===== src/sv/pms_pkg.sv =====
package pms_pkg;

    localparam int unsigned DataW   = 32;
    localparam int unsigned CfgW    = 31;
    localparam int unsigned DtW     = 16;
    localparam int unsigned CfgIdxW = 2;
    localparam int unsigned WideW   = 64;
    localparam int unsigned QuotW   = 48;
    localparam int unsigned SumW    = 50;

    localparam logic [CfgW-1:0] MassReset     = 31'd65536;
    localparam logic [CfgW-1:0] MaxSpeedReset = 31'd13107200;
    localparam logic [CfgW-1:0] FrictionReset = 31'd26214400;

    // register indexes of the configuration port
    localparam logic [CfgIdxW-1:0] RegMass     = 2'd0;
    localparam logic [CfgIdxW-1:0] RegMaxSpeed = 2'd1;
    localparam logic [CfgIdxW-1:0] RegFriction = 2'd2;

    // datapath commands
    typedef enum logic [4:0] {
        CMD_NONE, CMD_LOAD, CMD_MUL_FX, CMD_MUL_FY, CMD_DIV_MASS, CMD_ADD_VX,
        CMD_ADD_VY, CMD_SQ_VX, CMD_SQ_VY, CMD_SQ_ADD, CMD_MUL_CAP2, CMD_SQRT,
        CMD_MUL_VX_CAP, CMD_MUL_VY_CAP, CMD_DIV_LEN, CMD_SET_VX, CMD_SET_VY,
        CMD_MUL_FRIC, CMD_LOAD_D, CMD_MUL_DD, CMD_ZERO_V, CMD_MUL_VX_D,
        CMD_MUL_VY_D, CMD_SUB_VX, CMD_SUB_VY, CMD_MUL_PX, CMD_MUL_PY,
        CMD_ADD_PX, CMD_ADD_PY, CMD_OUT
    } cmd_t;

    typedef enum logic [5:0] {
        S_IDLE,
        S_DVX_MUL, S_DVX_DIV, S_DVX_WAIT, S_DVX_ADD,
        S_DVY_MUL, S_DVY_DIV, S_DVY_WAIT, S_DVY_ADD,
        S_SQX, S_SQY, S_SQ_ADD, S_CAP_MUL, S_CAP_CHK, S_CAP_SQRT, S_CAP_SQW,
        S_CAPX_MUL, S_CAPX_DIV, S_CAPX_WAIT, S_CAPX_SET,
        S_CAPY_MUL, S_CAPY_DIV, S_CAPY_WAIT, S_CAPY_SET,
        S_FR_CHK, S_FR_MUL, S_FR_D, S_FR_SQX, S_FR_SQY, S_FR_SQ_ADD,
        S_FR_DD, S_FR_CHK2, S_FR_ZERO, S_FR_SQRT, S_FR_SQW,
        S_FRX_MUL, S_FRX_DIV, S_FRX_WAIT, S_FRX_SUB,
        S_FRY_MUL, S_FRY_DIV, S_FRY_WAIT, S_FRY_SUB,
        S_PX_MUL, S_PX_ADD, S_PY_MUL, S_PY_ADD, S_OUT
    } state_t;

    typedef struct packed {
        logic div_busy;
        logic sqrt_busy;
        logic s2_gt;       // s2 above the last product
        logic force_zero;
        logic vel_zero;
        logic out_free;
    } status_t;

    // clamp to the signed 32-bit range
    function automatic logic signed [DataW-1:0] sat32(input logic signed [SumW-1:0] v);
        logic signed [SumW-1:0] hi;
        logic signed [SumW-1:0] lo;
        hi = SumW'(32'sh7FFF_FFFF);
        lo = -SumW'(33'sh0_8000_0000);
        if (v > hi)
            sat32 = 32'sh7FFF_FFFF;
        else if (v < lo)
            sat32 = 32'sh8000_0000;
        else
            sat32 = v[DataW-1:0];
    endfunction

    // magnitude with a sign bit to signed
    function automatic logic signed [SumW-1:0] with_sign(input logic neg,
                                                         input logic [QuotW-1:0] mag);
        logic signed [SumW-1:0] m;
        m = $signed({2'b00, mag});
        with_sign = neg ? -m : m;
    endfunction

endpackage


===== src/sv/pms_ctrl.sv =====
module pms_ctrl (
    input  logic              clk,
    input  logic              rst_n,
    input  logic              in_valid,
    output logic              in_ready,
    input  pms_pkg::status_t  status,
    output pms_pkg::cmd_t     cmd
);

    pms_pkg::state_t state_reg, state_next;

    always_ff @(posedge clk or negedge rst_n)
    begin
        if (!rst_n)
            state_reg <= pms_pkg::S_IDLE;
        else
            state_reg <= state_next;
    end

    // next state
    always_comb
    begin
        state_next = state_reg;
        case (state_reg)
            pms_pkg::S_IDLE:      if (in_valid) state_next = pms_pkg::S_DVX_MUL;
            pms_pkg::S_DVX_MUL:   state_next = pms_pkg::S_DVX_DIV;
            pms_pkg::S_DVX_DIV:   state_next = pms_pkg::S_DVX_WAIT;
            pms_pkg::S_DVX_WAIT:  if (!status.div_busy) state_next = pms_pkg::S_DVX_ADD;
            pms_pkg::S_DVX_ADD:   state_next = pms_pkg::S_DVY_MUL;
            pms_pkg::S_DVY_MUL:   state_next = pms_pkg::S_DVY_DIV;
            pms_pkg::S_DVY_DIV:   state_next = pms_pkg::S_DVY_WAIT;
            pms_pkg::S_DVY_WAIT:  if (!status.div_busy) state_next = pms_pkg::S_DVY_ADD;
            pms_pkg::S_DVY_ADD:   state_next = pms_pkg::S_SQX;
            pms_pkg::S_SQX:       state_next = pms_pkg::S_SQY;
            pms_pkg::S_SQY:       state_next = pms_pkg::S_SQ_ADD;
            pms_pkg::S_SQ_ADD:    state_next = pms_pkg::S_CAP_MUL;
            pms_pkg::S_CAP_MUL:   state_next = pms_pkg::S_CAP_CHK;
            pms_pkg::S_CAP_CHK:
                state_next = status.s2_gt ? pms_pkg::S_CAP_SQRT : pms_pkg::S_FR_CHK;
            pms_pkg::S_CAP_SQRT:  state_next = pms_pkg::S_CAP_SQW;
            pms_pkg::S_CAP_SQW:   if (!status.sqrt_busy) state_next = pms_pkg::S_CAPX_MUL;
            pms_pkg::S_CAPX_MUL:  state_next = pms_pkg::S_CAPX_DIV;
            pms_pkg::S_CAPX_DIV:  state_next = pms_pkg::S_CAPX_WAIT;
            pms_pkg::S_CAPX_WAIT: if (!status.div_busy) state_next = pms_pkg::S_CAPX_SET;
            pms_pkg::S_CAPX_SET:  state_next = pms_pkg::S_CAPY_MUL;
            pms_pkg::S_CAPY_MUL:  state_next = pms_pkg::S_CAPY_DIV;
            pms_pkg::S_CAPY_DIV:  state_next = pms_pkg::S_CAPY_WAIT;
            pms_pkg::S_CAPY_WAIT: if (!status.div_busy) state_next = pms_pkg::S_CAPY_SET;
            pms_pkg::S_CAPY_SET:  state_next = pms_pkg::S_FR_CHK;
            pms_pkg::S_FR_CHK:
                state_next = (status.force_zero && !status.vel_zero) ? pms_pkg::S_FR_MUL
                                                                     : pms_pkg::S_PX_MUL;
            pms_pkg::S_FR_MUL:    state_next = pms_pkg::S_FR_D;
            pms_pkg::S_FR_D:      state_next = pms_pkg::S_FR_SQX;
            pms_pkg::S_FR_SQX:    state_next = pms_pkg::S_FR_SQY;
            pms_pkg::S_FR_SQY:    state_next = pms_pkg::S_FR_SQ_ADD;
            pms_pkg::S_FR_SQ_ADD: state_next = pms_pkg::S_FR_DD;
            pms_pkg::S_FR_DD:     state_next = pms_pkg::S_FR_CHK2;
            pms_pkg::S_FR_CHK2:
                state_next = status.s2_gt ? pms_pkg::S_FR_SQRT : pms_pkg::S_FR_ZERO;
            pms_pkg::S_FR_ZERO:   state_next = pms_pkg::S_PX_MUL;
            pms_pkg::S_FR_SQRT:   state_next = pms_pkg::S_FR_SQW;
            pms_pkg::S_FR_SQW:    if (!status.sqrt_busy) state_next = pms_pkg::S_FRX_MUL;
            pms_pkg::S_FRX_MUL:   state_next = pms_pkg::S_FRX_DIV;
            pms_pkg::S_FRX_DIV:   state_next = pms_pkg::S_FRX_WAIT;
            pms_pkg::S_FRX_WAIT:  if (!status.div_busy) state_next = pms_pkg::S_FRX_SUB;
            pms_pkg::S_FRX_SUB:   state_next = pms_pkg::S_FRY_MUL;
            pms_pkg::S_FRY_MUL:   state_next = pms_pkg::S_FRY_DIV;
            pms_pkg::S_FRY_DIV:   state_next = pms_pkg::S_FRY_WAIT;
            pms_pkg::S_FRY_WAIT:  if (!status.div_busy) state_next = pms_pkg::S_FRY_SUB;
            pms_pkg::S_FRY_SUB:   state_next = pms_pkg::S_PX_MUL;
            pms_pkg::S_PX_MUL:    state_next = pms_pkg::S_PX_ADD;
            pms_pkg::S_PX_ADD:    state_next = pms_pkg::S_PY_MUL;
            pms_pkg::S_PY_MUL:    state_next = pms_pkg::S_PY_ADD;
            pms_pkg::S_PY_ADD:    state_next = pms_pkg::S_OUT;
            pms_pkg::S_OUT:       if (status.out_free) state_next = pms_pkg::S_IDLE;
            default:              state_next = pms_pkg::S_IDLE;
        endcase
    end

    // commands
    always_comb
    begin
        in_ready = 1'b0;
        cmd      = pms_pkg::CMD_NONE;
        case (state_reg)
            pms_pkg::S_IDLE:
            begin
                in_ready = 1'b1;
                if (in_valid)
                    cmd = pms_pkg::CMD_LOAD;
            end
            pms_pkg::S_DVX_MUL:   cmd = pms_pkg::CMD_MUL_FX;
            pms_pkg::S_DVX_DIV:   cmd = pms_pkg::CMD_DIV_MASS;
            pms_pkg::S_DVX_ADD:   cmd = pms_pkg::CMD_ADD_VX;
            pms_pkg::S_DVY_MUL:   cmd = pms_pkg::CMD_MUL_FY;
            pms_pkg::S_DVY_DIV:   cmd = pms_pkg::CMD_DIV_MASS;
            pms_pkg::S_DVY_ADD:   cmd = pms_pkg::CMD_ADD_VY;
            pms_pkg::S_SQX:       cmd = pms_pkg::CMD_SQ_VX;
            pms_pkg::S_SQY:       cmd = pms_pkg::CMD_SQ_VY;
            pms_pkg::S_SQ_ADD:    cmd = pms_pkg::CMD_SQ_ADD;
            pms_pkg::S_CAP_MUL:   cmd = pms_pkg::CMD_MUL_CAP2;
            pms_pkg::S_CAP_SQRT:  cmd = pms_pkg::CMD_SQRT;
            pms_pkg::S_CAPX_MUL:  cmd = pms_pkg::CMD_MUL_VX_CAP;
            pms_pkg::S_CAPX_DIV:  cmd = pms_pkg::CMD_DIV_LEN;
            pms_pkg::S_CAPX_SET:  cmd = pms_pkg::CMD_SET_VX;
            pms_pkg::S_CAPY_MUL:  cmd = pms_pkg::CMD_MUL_VY_CAP;
            pms_pkg::S_CAPY_DIV:  cmd = pms_pkg::CMD_DIV_LEN;
            pms_pkg::S_CAPY_SET:  cmd = pms_pkg::CMD_SET_VY;
            pms_pkg::S_FR_MUL:    cmd = pms_pkg::CMD_MUL_FRIC;
            pms_pkg::S_FR_D:      cmd = pms_pkg::CMD_LOAD_D;
            pms_pkg::S_FR_SQX:    cmd = pms_pkg::CMD_SQ_VX;
            pms_pkg::S_FR_SQY:    cmd = pms_pkg::CMD_SQ_VY;
            pms_pkg::S_FR_SQ_ADD: cmd = pms_pkg::CMD_SQ_ADD;
            pms_pkg::S_FR_DD:     cmd = pms_pkg::CMD_MUL_DD;
            pms_pkg::S_FR_ZERO:   cmd = pms_pkg::CMD_ZERO_V;
            pms_pkg::S_FR_SQRT:   cmd = pms_pkg::CMD_SQRT;
            pms_pkg::S_FRX_MUL:   cmd = pms_pkg::CMD_MUL_VX_D;
            pms_pkg::S_FRX_DIV:   cmd = pms_pkg::CMD_DIV_LEN;
            pms_pkg::S_FRX_SUB:   cmd = pms_pkg::CMD_SUB_VX;
            pms_pkg::S_FRY_MUL:   cmd = pms_pkg::CMD_MUL_VY_D;
            pms_pkg::S_FRY_DIV:   cmd = pms_pkg::CMD_DIV_LEN;
            pms_pkg::S_FRY_SUB:   cmd = pms_pkg::CMD_SUB_VY;
            pms_pkg::S_PX_MUL:    cmd = pms_pkg::CMD_MUL_PX;
            pms_pkg::S_PX_ADD:    cmd = pms_pkg::CMD_ADD_PX;
            pms_pkg::S_PY_MUL:    cmd = pms_pkg::CMD_MUL_PY;
            pms_pkg::S_PY_ADD:    cmd = pms_pkg::CMD_ADD_PY;
            pms_pkg::S_OUT:       if (status.out_free) cmd = pms_pkg::CMD_OUT;
            default:              cmd = pms_pkg::CMD_NONE;
        endcase
    end

endmodule


===== config.mk =====
export PLATFORM = sky130hd
export DESIGN_NAME = pms_ctrl
export DESIGN_NICKNAME = d
export VERILOG_FILES = /design/src/sv/pms_pkg.sv /design/src/sv/pms_ctrl.sv
export SDC_FILE = /design/constraint.sdc
export NUM_CORES = 1
export LEC_CHECK = 0
export BUFFER_PORTS_ARGS = -buffer_cell sky130_fd_sc_hd__buf_2
export CORE_MARGIN = 4
export CORE_UTILIZATION = 60
export DETAILED_ROUTE_END_ITERATION = 8
export GPL_TIMING_DRIVEN = 1
export PLACE_DENSITY = 0.91
export SYNTH_ARGS = -nofsm -noshare
export SYNTH_HDL_FRONTEND = slang
export SYNTH_SLANG_ARGS = --single-unit
export TNS_END_PERCENT = 50

===== constraint.sdc =====
create_clock -name clk -period 4.65 [get_ports clk]
set_input_delay 1.1625 -clock clk [delete_from_list [all_inputs] [get_ports clk]]
set_output_delay 1.1625 -clock clk [all_outputs]
set_load 0.02 [all_outputs]

==> summary.txt <==
layout cell share with drive strength beyond 1: 0.1694
# rows: 16
first-pass GRT wire length: 6.058 mm
LEAKAGE: 0.4962 nW
Final Skew: 0.0003777 ns
clock sink total: 6
Final HPWL DP: 2.565 mm
Period Utilization, post-route: 0.8116
Core Area: 1982 µm²
Max IR drop VDD: 0.0005093 V
Max Slew Vio Count: 0
fin crit period: 3.774 ns
Hold WC Path Type: primary input to async pin
Syn Nets: 192
ys flop type: dfrtp_1
Total Neg Setup Slack: 0 ns
Critical Path, Cell by Cell: nor2_2 -> nand3_2 -> inv_1 -> a22o_1 -> or4_1 -> buf_2
vias in the first global route: 1336
Netlist Area Pre-Place: 1260 µm²
antenna cells: 0
final core utilization: 0.6471
IO Pins: 15
initial core utilization: 0.6357
CTS root buf: clkbuf_4
FFs w/ async S/R, synth: 1.000
Layout area overhead: 1.788%
Buf/Inv on CP: 2
RSZ-0062 raised after global routing: no
gr usage total: 0.2765
pwr dens: 820.0 nW/µm²
Worst Setup End Kind: primary output
slew of the pin with the lowest slew margin: 1.140 ns
Req. time, crit path: 3.49 ns
Cells after Synth: 183
status: complete, no violations
final hold vios: 0
Synth warnings: 0
CTS tree: yes
Slew headroom: 0.2403
total CTS buffers: 3
post-synthesis sequential area ratio: 0.1192
Die X: 53.83 µm
final wirelength: 3.674 mm
total die area: 2897 µm²
critical path's slowest cell: dfrtp_1
Fill cells: 162
clk slew on worst S/H paths: 0.04 ns
Synth Area per Inst: 6.885 µm²
Distinct cells, synth: 58
initial antenna violation count: 0
fmax: 265.0 MHz
Worst Setup Start Kind: register
GPL Wtd Cong: 1.043
critical path fanouts, max: 35
vias per cell: 7.324
Routed Antenna Nets: 0
GRT Residual Overflow: 0
max reg flops: 6
total number of vias: 1538
max incr delay on CP: 1.09 ns
Total Nets Final: 194
drt drc: 0
Max-cap violations: 0
pin count of the biggest net entering global routing: 36
CTS max path bufs: 2
Crit Path Class: register to primary output
first drt pass iteration count: 6
WL/cell: 17.50 µm
Worst path top cell family by delay: flip-flops
Detailed Route Iter0 Violations: 152
synth top area cells: dfrtp_1 12%, buf_2 5.6%, a21oi_1 5.2%
clk_lat worst skew: 0.25 ns
IO Port Bufs: 14
cts hold-fix bufs: 0
number of synthesized register bits: 6
Yosys top cell by area: dfrtp_1
CP arrival: 2.61 ns
final setup fails: 0
CTS resizes: 0
post-synth top area share: 0.1192
Post-CTS Setup Inserts: 0
CTS H-Tree Depth: 1
Post-synth EDFFs: 0
die height: 53.83 µm
-- metrics by stage --
stage	hold WS, ns	cells	cell area (µm²)	setup slack (ns)	power [mW]
after floorplan	0.6937	183	1260	1.461	0.8548
after global placement	0.8766	207	1260	1.242	0.9568
after detailed placement	0.8619	207	1260	1.180	0.9753
after CTS	0.7239	210	1282	0.9064	1.028
after global routing	0.7265	210	1282	0.7563	1.142
final	0.7273	210	1282	0.8759	1.052
-- cell usage after synthesis, drive strengths merged (2+ instances only) --
library cell	count
a21oi	13
nand3	9
nand2	17
o21ai	13
o221ai	2
a22oi	2
buf	19
nor4	2
and3	2
or4	3
a31oi	7
o22ai	7
inv	7
or2b	2
nor2b	6
a22o	3
xor2	2
nand4	2
o2111ai	2
nor4b	2
nor3b	2
nor2	10
dfrtp	6
o32ai	2
nand2b	10
a211o	2
or3b	2
nor3	6
-- where the power goes --
| part | leakage [nW] | internal, mW | switching, mW | total [mW] |
|---|---|---|---|---|
| sequential | 0.0749 | 0.0751 | 0.175 | 0.250 |
| clock | 0.0138 | 0.0292 | 0.0193 | 0.0486 |
| combinational | 0.407 | 0.321 | 0.432 | 0.753 |
-- cells in the final DEF, fill, tap and decap left out, types with 3 or more instances in the layout --
cell / count
or4_1: 3
o22ai_1: 7
nor2_1: 9
dfrtp_1: 6
a31oi_1: 7
nor3_1: 6
nor2b_1: 6
clkbuf_4: 3
buf_2: 14
a22o_1: 3
inv_1: 5
nand3_1: 8
buf_4: 3
nand2_1: 17
o21ai_0: 12
nand2b_1: 10
a21oi_1: 13
-- worst reg2reg max path: cells and delay by family, from the launching register on --
family,cells,cell delay (ns)
flops,1,1.09
simple gates,3,0.72
compound gates,2,0.53
-- worst paths after layout --
check                                   from      endpoint  slack (ns)  depth (start not counted)
min in group clk                state_reg[5]  state_reg[5]        0.89                          2
worst max register to register  state_reg[1]  state_reg[4]        2.20                          5
max in group asynchronous              rst_n  state_reg[5]        3.79                          1
worst min-delay path                   rst_n  state_reg[0]        0.73                          1
worst max-delay path            state_reg[1]        cmd[0]        0.88                          6
worst min register to register  state_reg[5]  state_reg[5]        0.89                          2
-- area by class of cell --
class,instances,area [µm²],share of cell area
repair buffers,17,92.59,0.07220
clock buffers,3,22.52,0.01756
inverters,7,28.78,0.02244
multi-input cells,150,954.7,0.7444
flip-flops and latches,6,150.1,0.1171
well taps,27,33.78,0.02634
-- logic make-up (layout without fill, tap and decap cells) --
logic type             after synthesis  count (layout)  synth area share
multiplexers                         1               1          0.007945
AND/OR/NAND/NOR                     81              81            0.3684
buffers and inverters               27              27            0.1231
flip-flops                           6               6            0.1192
AO/OA/AOI/OAI                       65              65            0.3486
XOR/XNOR                             3               3           0.03277
-- metal layers --
metal | GRT usage | share of wire | up-vias
met5 | 0 | 0 | -
li1 | - | - | 692
met4 | 0.08511 | 0.041 | 0
met3 | 0.05263 | 0.14 | 28
met2 | 0.4476 | 0.44 | 146
met1 | 0.3674 | 0.38 | 672
No activity file was read; power rests on OpenSTA's default activity.
